File: src/ice_pkg.sv
package ice_pkg;

  typedef logic [1:0]  mode_t;
  typedef logic [3:0]  index_t;
  typedef logic [15:0] word_t;

  localparam logic    OP_HEADER = 1'b0;
  localparam logic    OP_DATA   = 1'b1;

  localparam mode_t   MODE_PLAIN = 2'd0;
  localparam mode_t   MODE_TCP   = 2'd1;
  localparam mode_t   MODE_UDP   = 2'd2;

  localparam word_t   PROTO_TCP = 16'd6;
  localparam word_t   PROTO_UDP = 16'd17;

  localparam index_t  TCP_CHECK_WORD = 4'd8;
  localparam index_t  UDP_CHECK_WORD = 4'd3;
  localparam index_t  INDEX_MAX      = 4'd15;

  localparam word_t   ODD_BYTE_MASK = 16'hFF00;
  localparam word_t   SUM_ZERO      = 16'h0000;
  localparam word_t   SUM_ONES      = 16'hFFFF;

endpackage

File: src/internet_checksum_engine.sv
// Streaming Internet checksum: one word enters per cycle unless in_stall
// is high; a packet's last word is held in the input register and its
// checksum in the result register. A header word starts a packet in plain,
// TCP or UDP mode and in TCP and UDP mode preloads the pseudo-header sum;
// in TCP and UDP mode the embedded checksum word (word 8 or word 3) is
// counted as zero. The rate of one word per cycle is set by the single
// end-around-carry add that updates the running sum; an input register and
// a result register separate the two channels, so the block keeps taking
// words while a finished checksum waits, until another last word is held.
module internet_checksum_engine
  import ice_pkg::*;
(
  input  logic        clk,
  input  logic        rst_n,
  input  logic        in_valid,
  output logic        in_stall,
  input  logic        in_op,
  input  logic [1:0]  in_proto_mode,
  input  logic [31:0] in_src_addr,
  input  logic [31:0] in_dst_addr,
  input  logic [15:0] in_seg_length,
  input  logic [15:0] in_data_word,
  input  logic        in_last,
  input  logic        in_odd_byte,
  output logic        out_valid,
  input  logic        out_stall,
  output logic [15:0] out_checksum
);

  logic        s1_valid_r, s1_valid_nxt;
  logic        s1_op_r;
  mode_t       s1_mode_r;
  logic [31:0] s1_src_r;
  logic [31:0] s1_dst_r;
  word_t       s1_len_r;
  word_t       s1_word_r;
  logic        s1_last_r;
  logic        s1_odd_r;

  word_t       sum_r, sum_nxt;
  index_t      index_r, index_nxt;
  mode_t       mode_r, mode_nxt;

  logic        out_valid_r, out_valid_nxt;
  word_t       out_checksum_r, out_checksum_nxt;

  logic        in_fire;
  logic        s1_result;
  logic        s1_fire;
  logic        out_free;

  mode_t       hdr_mode;
  word_t       hdr_proto;
  logic [18:0] hdr_raw;
  logic [16:0] hdr_fold1;
  logic [15:0] hdr_fold2;
  word_t       hdr_sum;

  logic        zero_word;
  word_t       data_word;
  logic [16:0] data_raw;
  word_t       data_sum;
  word_t       data_cks;

  assign out_free  = !out_valid_r || !out_stall;
  assign s1_result = (s1_op_r == OP_DATA) && s1_last_r;
  assign s1_fire   = s1_valid_r && (!s1_result || out_free);
  assign in_stall  = s1_valid_r && !s1_fire;
  assign in_fire   = in_valid && !in_stall;

  always_comb begin
    hdr_mode = ((s1_mode_r == MODE_TCP) || (s1_mode_r == MODE_UDP)) ? s1_mode_r : MODE_PLAIN;
    hdr_proto = (hdr_mode == MODE_TCP) ? PROTO_TCP : PROTO_UDP;
    hdr_raw = {3'b0, s1_src_r[31:16]} + {3'b0, s1_src_r[15:0]} +
              {3'b0, s1_dst_r[31:16]} + {3'b0, s1_dst_r[15:0]} +
              {3'b0, hdr_proto} + {3'b0, s1_len_r};
    hdr_fold1 = {1'b0, hdr_raw[15:0]} + {14'b0, hdr_raw[18:16]};
    hdr_fold2 = hdr_fold1[15:0] + {15'b0, hdr_fold1[16]};
    hdr_sum = (hdr_mode == MODE_PLAIN) ? SUM_ZERO : hdr_fold2;
  end

  always_comb begin
    zero_word = ((mode_r == MODE_TCP) && (index_r == TCP_CHECK_WORD)) ||
                ((mode_r == MODE_UDP) && (index_r == UDP_CHECK_WORD));
    data_word = zero_word ? SUM_ZERO : s1_word_r;
    if (s1_last_r && s1_odd_r) begin
      data_word = data_word & ODD_BYTE_MASK;
    end
    data_raw = {1'b0, sum_r} + {1'b0, data_word};
    data_sum = data_raw[15:0] + {15'b0, data_raw[16]};
    data_cks = ~data_sum;
    if ((mode_r == MODE_UDP) && (data_cks == SUM_ZERO)) begin
      data_cks = SUM_ONES;
    end
  end

  always_comb begin
    sum_nxt = sum_r;
    index_nxt = index_r;
    mode_nxt = mode_r;
    if (s1_fire) begin
      if (s1_op_r == OP_HEADER) begin
        sum_nxt = hdr_sum;
        index_nxt = '0;
        mode_nxt = hdr_mode;
      end else if (s1_last_r) begin
        sum_nxt = SUM_ZERO;
        index_nxt = '0;
        mode_nxt = MODE_PLAIN;
      end else begin
        sum_nxt = data_sum;
        index_nxt = (index_r < INDEX_MAX) ? index_r + 4'd1 : index_r;
      end
    end
  end

  always_comb begin
    s1_valid_nxt = in_fire || (s1_valid_r && !s1_fire);
    out_valid_nxt = out_valid_r;
    out_checksum_nxt = out_checksum_r;
    if (out_free) begin
      out_valid_nxt = s1_fire && s1_result;
      if (s1_fire && s1_result) begin
        out_checksum_nxt = data_cks;
      end
    end
  end

  always_ff @(posedge clk) begin
    if (!rst_n) begin
      s1_valid_r <= 1'b0;
      out_valid_r <= 1'b0;
      sum_r <= SUM_ZERO;
      index_r <= '0;
      mode_r <= MODE_PLAIN;
    end else begin
      s1_valid_r <= s1_valid_nxt;
      out_valid_r <= out_valid_nxt;
      sum_r <= sum_nxt;
      index_r <= index_nxt;
      mode_r <= mode_nxt;
    end
  end

  always_ff @(posedge clk) begin
    if (in_fire) begin
      s1_op_r <= in_op;
      s1_mode_r <= in_proto_mode;
      s1_src_r <= in_src_addr;
      s1_dst_r <= in_dst_addr;
      s1_len_r <= in_seg_length;
      s1_word_r <= in_data_word;
      s1_last_r <= in_last;
      s1_odd_r <= in_odd_byte;
    end
    out_checksum_r <= out_checksum_nxt;
  end

  assign out_valid = out_valid_r;
  assign out_checksum = out_checksum_r;

endmodule

File: config.mk
export PLATFORM = sky130hd
export DESIGN_NAME = internet_checksum_engine
export DESIGN_NICKNAME = d
export VERILOG_FILES = /design/src/ice_pkg.sv /design/src/internet_checksum_engine.sv
export SDC_FILE = /design/constraint.sdc
export NUM_CORES = 1
export LEC_CHECK = 0
export ABC_CLOCK_PERIOD_IN_PS = 16620
export BUFFER_PORTS_ARGS = -buffer_cell sky130_fd_sc_hd__buf_2
export CAP_MARGIN = 20
export CORE_AREA = 5 5 128 130
export CTS_CLUSTER_SIZE = 25
export DETAILED_ROUTE_END_ITERATION = 8
export DIE_AREA = 0 0 133 135
export GPL_ROUTABILITY_DRIVEN = 0
export PLACE_DENSITY = 0.84
export SYNTH_ARGS = -nofsm -noshare
export SYNTH_HDL_FRONTEND = slang
export SYNTH_SLANG_ARGS = --single-unit
File: constraint.sdc
create_clock -name clk -period 16.62 [get_ports clk]
set_clock_uncertainty 0.1 [all_clocks]
set_input_delay 3.324 -clock clk [delete_from_list [all_inputs] [get_ports clk]]
set_output_delay 3.324 -clock clk [all_outputs]
set_load 0.05 [all_outputs]
Word level (Yosys, flattened, before mapping). Index checks and enable logic that the tools add are counted.

Bitwise operators: 1. Equality and inequality tests: 9. Order comparisons: 1. Multiplexer cells: 12. Reductions and logical operators: 24. Add/subtract/negate cells: 10.

Operator list (number): 2-to-1 mux 16 bit (4); adder 16 x 16 -> 17 bit (2); adder 16 x 1 -> 16 bit (2); adder 18 x 16 -> 19 bit (1); adder 19 x 16 -> 19 bit (1); adder 19 x 5 -> 19 bit (1); adder 17 x 16 -> 18 bit (1); adder 16 x 3 -> 17 bit (1); logical NOT 16 bit (1); inverter 16 bit (1); 2-to-1 mux 4 bit (3); logical AND 1 bit (9); 2-to-1 mux 8 bit (1); equality test 2 x 1 -> 1 bit (second input constant) (3); 2-to-1 mux 2 bit (3); AND reduction 2 bit (3); logical NOT 1 bit (5); logical OR 1 bit (5); 2-to-1 mux 5 bit (1); adder 4 x 1 -> 4 bit (second input constant) (1); equality test 2 bit (second input constant) (2); equality test 4 x 2 -> 1 bit (second input constant) (1); equality test 4 bit (second input constant) (1); less-than comparator 4 bit (second input constant) (1); other kinds (3) (3).

Input bits: 105. Output and inout bits: 18. Logic and storage cells: 71. Flip-flop bits (word level): 141.

Depth between registers and ports, before layout.
Depth after elaboration: 11. Mapped depth: 36. Depth with buffers taken out: 36.

Least setup slack after synthesis. No wires, ideal clock.

Path type: input to register. Start point: input port out_stall. End point: register s1_dst_r[0], enable pin. Required time: 15.949 ns. Cell stages on the path: 4. Data arrival time: 8.322 ns. Setup slack: 7.627 ns. Path buffers: 0. Library setup time: 0.571 ns. Cells stage by stage: and2_1 -> nand3_1 -> nor2_1 -> nor2b_1.

Word-level cells in the longest chain between the ends: 8.

RTL lines: start: declaration (line internet_checksum_engine.sv:26) `input logic out_stall,`; logical NOT 1 bit (line internet_checksum_engine.sv:65) `assign out_free = !out_valid_r || !out_stall;`; logical OR 1 bit (line internet_checksum_engine.sv:65); logical OR 1 bit (line internet_checksum_engine.sv:67) `assign s1_fire = s1_valid_r && (!s1_result || out_free);`; logical AND 1 bit (line internet_checksum_engine.sv:67); logical NOT 1 bit (line internet_checksum_engine.sv:68) `assign in_stall = s1_valid_r && !s1_fire;`; logical AND 1 bit (line internet_checksum_engine.sv:68); net in_stall (line internet_checksum_engine.sv:16) `output logic in_stall,`; logical NOT 1 bit (line internet_checksum_engine.sv:69) `assign in_fire = in_valid && !in_stall;`; logical AND 1 bit (line internet_checksum_engine.sv:69); net in_fire (line internet_checksum_engine.sv:47) `logic in_fire;`; end signal: assignment (line internet_checksum_engine.sv:150) `s1_dst_r <= in_dst_addr;`; end: declaration (line internet_checksum_engine.sv:34) `logic [31:0] s1_dst_r;`.

The timed path passes the listed nets, and every way through them passes these cells. A chain may end at the register's enable or synchronous reset.

Final worst setup path.
Start point: register s1_mode_r[1]. End point: register sum_r[11].

Word-level cells in the longest chain between the ends: 11. Elaborated cells on any way between the ends: 13. Classes of those cells: 4 x add/sub; 3 x eq/ne; 4 x mux; 2 x reduce/logical.

RTL lines: start: declaration (line internet_checksum_engine.sv:32) `mode_t s1_mode_r;`; start signal: assignment (line internet_checksum_engine.sv:148) `s1_mode_r <= in_proto_mode;`; equality test 2 x 1 -> 1 bit / equality test 2 bit (equally long branches) (line internet_checksum_engine.sv:72) `hdr_mode = ((s1_mode_r == MODE_TCP) || (s1_mode_r == MODE_UDP)) ? s1_mode_r : MODE_PLAIN;`; logical OR 1 bit (line internet_checksum_engine.sv:72); 2-to-1 mux 2 bit * (line internet_checksum_engine.sv:72); equality test 2 x 1 -> 1 bit (line internet_checksum_engine.sv:73) `hdr_proto = (hdr_mode == MODE_TCP) ? PROTO_TCP : PROTO_UDP;`; 2-to-1 mux 5 bit (line internet_checksum_engine.sv:73); adder 19 x 5 -> 19 bit (line internet_checksum_engine.sv:75) `{3'b0, s1_dst_r[31:16]} + {3'b0, s1_dst_r[15:0]} +`; adder 19 x 16 -> 19 bit (line internet_checksum_engine.sv:76) `{3'b0, hdr_proto} + {3'b0, s1_len_r};`; adder 16 x 3 -> 17 bit (line internet_checksum_engine.sv:77) `hdr_fold1 = {1'b0, hdr_raw[15:0]} + {14'b0, hdr_raw[18:16]};`; adder 16 x 1 -> 16 bit (line internet_checksum_engine.sv:78) `hdr_fold2 = hdr_fold1[15:0] + {15'b0, hdr_fold1[16]};`; 2-to-1 mux 16 bit * (line internet_checksum_engine.sv:79) `hdr_sum = (hdr_mode == MODE_PLAIN) ? SUM_ZERO : hdr_fold2;`; 2-to-1 mux 16 bit * (line internet_checksum_engine.sv:102) `if (s1_op_r == OP_HEADER) begin`; end signal: assignment (line internet_checksum_engine.sv:139) `sum_r <= sum_nxt;`; end: declaration (line internet_checksum_engine.sv:40) `word_t sum_r, sum_nxt;`.

Mark *: on every way between the ends. The rest lies on a longest branch, timed or not.

==> flow_metrics.env <==
export IMPL_crit_slowest_cell="or4b_1"
export IMPL_synth_area_per_cell_sq_um=11.14
export IMPL_hold_buffers=0
export IMPL_htree_num_levels=4
export IMPL_grt_ovfl_total=0
export IMPL_clk_latency_ns=0.43
export IMPL_core_area_sq_um=15030
export IMPL_cts_buffers=17
export IMPL_via_count=6712
export IMPL_netlist_top_cells_count="inv_1 (148), edfxtp_1 (117), ha_1 (56)"
export IMPL_ant_nets=0
export IMPL_die_h_um=135
export IMPL_postCtsResizedCells=0
export IMPL_pin_count=123
export IMPL_cts_tree="yes"
export IMPL_hpwl_um=14410
export IMPL_timing_critical_path_slowest_cell_delay_ns=0.59
export IMPL_synth_distinct_cells=81
export IMPL_power_uw=1625
export IMPL_worst_slack_ns=7.466
export IMPL_worstSetupStartpointType="register"
export IMPL_grt_pass1_wl_um=31540
export IMPL_vdd_ir_drop_max_mv=0.1101
export IMPL_met3WireLength_um=983
export IMPL_yosysTopAreaCellShare_pct=37.19
export IMPL_wl_per_cell_um=16.22
export IMPL_route_detailed_drc=0
export IMPL_synth_nets=1063
export IMPL_hold_viol=0
export IMPL_std_cell_rows=45
export IMPL_max_slew_worst_pin_slew_ns=0.9458
export IMPL_place_ws_ns=7.587
export IMPL_cp_arrival_ns=9.36
export IMPL_max_freq_ghz=0.1092
export IMPL_cts_clk_slew_worst_paths_ns=0.06
export IMPL_netlist_area_sq_um=9448
export IMPL_initial_core_util_pct=62.85
export IMPL_synth_most_common_cell="inv_1"
export IMPL_fin_crit_ns=9.154
export IMPL_min_period_over_period_pct=55.08
export IMPL_grt_max_degree=79
export IMPL_synth_cells=848
export IMPL_wl_um=19110
export IMPL_critPathMaxFanout=7
export IMPL_grt_use_total_pct=22.08
export IMPL_dieArea_sq_um=17960
export IMPL_wl_met1_um=7519
export IMPL_fin_nets=1192
export IMPL_die_x_um=133
export IMPL_seq_area_frac_synth_pct=42.27
export IMPL_antenna_cells=0
export IMPL_viasPerCell=5.698
export IMPL_synth_seq_cells=141
export IMPL_cp_end_kind="register"
export IMPL_setup_tns_ns=0
export IMPL_drv_cap=0
export IMPL_first_pass_iters=5
export IMPL_antenna_found_initial=0
export IMPL_grt_pass1_vias=6715
export IMPL_area_growth_pct=14.45
export IMPL_cp_common_cell="fa_1"
export IMPL_drt_iter0_drc=460
export IMPL_p_leak_uw=0.004826
export IMPL_ctsLongestPathBuffers=2
export IMPL_whs_ns=0.3970
export IMPL_slew_viol_final=0
export IMPL_synthTopCellsByArea="edfxtp_1 (37%), fa_1 (11%), ha_1 (7.4%)"
export IMPL_synth_edff_count=117
export IMPL_crit_required_ns=16.83
export IMPL_yosys_warnings=0
export IMPL_io_buffers=122
export IMPL_slew_headroom_pct=36.95
export IMPL_layout_drive_gt1_share_pct=19.80
export IMPL_async_flop_share_pct=0
export IMPL_yosysTopAreaCell="edfxtp_1"
export IMPL_power_density_nw_per_um2=150.3
export IMPL_status="finished, final reports clean"
export IMPL_post_cts_buffers=0
export IMPL_hold_path_class="register to register"
export IMPL_topRoutingLayerUsed="met4"
export IMPL_cts_sinks=141
export IMPL_synth_main_ff_cell="edfxtp_1"
export IMPL_path_class="register to register"
export IMPL_cts_root_buf="clkbuf_16"
export IMPL_rsz0062_at_grt="no"
export IMPL_setup_viol=0
export IMPL_fillerInstances=1016
export IMPL_routed_wl_met2_um=10230
[path summary, 6_finish.rpt]
check                                              from                 endpoint  slack, ns  cells past startpoint
worst max-delay path             s1_mode_r[1]$_DFFE_PP_   sum_r[11]$_SDFFE_PN0P_       7.47                     33
worst min-delay path            index_r[1]$_SDFFE_PN0P_  index_r[1]$_SDFFE_PN0P_       0.40                      2
worst max register to register   s1_mode_r[1]$_DFFE_PP_   sum_r[11]$_SDFFE_PN0P_       7.47                     33
worst min register to register  index_r[1]$_SDFFE_PN0P_  index_r[1]$_SDFFE_PN0P_       0.40                      2
[cells by family (layout without fill, tap and decap cells)]
logic type,count (synthesis),count (layout),share of synthesized area (%)
fa+ha+maj,110,110,18.86
mux,1,1,0.1060
compound gates,173,173,14.42
simple gates,207,207,12.53
buf+inv,165,307,6.727
xor+xnor,51,51,5.086
flops,141,141,42.27
[per-stage QoR]
| step | std cells | instance area, sq um | util, % |
|---|---|---|---|
| 2_1_floorplan | 848 | 9448 | - |
| 3_3_place_gp | 1146 | 10250 | 68.19 |
| 3_5_place_dp | 1146 | 10250 | 68.19 |
| 4_1_cts | 1178 | 10810 | 71.93 |
| 5_1_grt | 1178 | 10810 | 71.93 |
| 6_report | 1178 | 10810 | 71.93 |
[critical path: cells and delay by family (launching register included)]
| family | cells | cell delay (ns) |
|---|---|---|
| adder cells (fa/ha/maj) | 9 | 3.22 |
| AO/OA/AOI/OAI | 9 | 2.21 |
| XOR/XNOR | 2 | 0.30 |
| buffers and inverters | 2 | 0.16 |
| AND/OR/NAND/NOR | 11 | 2.65 |
| flip-flops | 1 | 0.40 |
[power breakdown]
group	total (uW)	switching [uW]	leakage, uW	internal, uW
Clock	365	156	0.000266	209
Combinational	845	515	0.00323	330
Sequential	415	7.96	0.00133	407
[cell usage in the layout (no fill, tap or decap), types with 21 or more instances in the layout]
master / instances
nand2_1: 35
a21oi_1: 37
nor2_1: 35
edfxtp_1: 117
ha_1: 56
o21ai_0: 23
fa_1: 54
nor2b_1: 21
buf_2: 122
inv_1: 148
xnor2_1: 31
dfxtp_1: 24
[sequential cells by signal, summed over array words and instances, names as in the netlist]
| signal | cells |
|---|---|
| s1_dst_r | 32 |
| mode_r | 2 |
| s1_odd_r | 1 |
| index_r | 4 |
| s1_last_r | 1 |
| s1_mode_r | 2 |
| sum_r | 16 |
| s1_op_r | 1 |
| s1_len_r | 16 |
| out_valid | 1 |
| out_checksum | 16 |
| s1_word_r | 16 |
| s1_valid_r | 1 |
| s1_src_r | 32 |
[final cells by class]
cell class                 instances  area [sq um]  share of cell area (%)
multi-input combinational        542          4826                   44.63
sequential                       141          3994                   36.94
timing repair buffer             125         633.1                   5.855
inverter                         150         563.0                   5.207
clock buffer                      18         429.2                   3.969
tap                              188         235.2                   2.175
clock inverter                    14         132.6                   1.227
[metal layers]
metal | track usage (%) | vias to the layer above
met3 | 4.620 | 31
met5 | 0 | -
li1 | - | 3250
met4 | 6.986 | 0
met2 | 41.22 | 205
met1 | 25.32 | 3226
(Power assumes the default switching activity.)
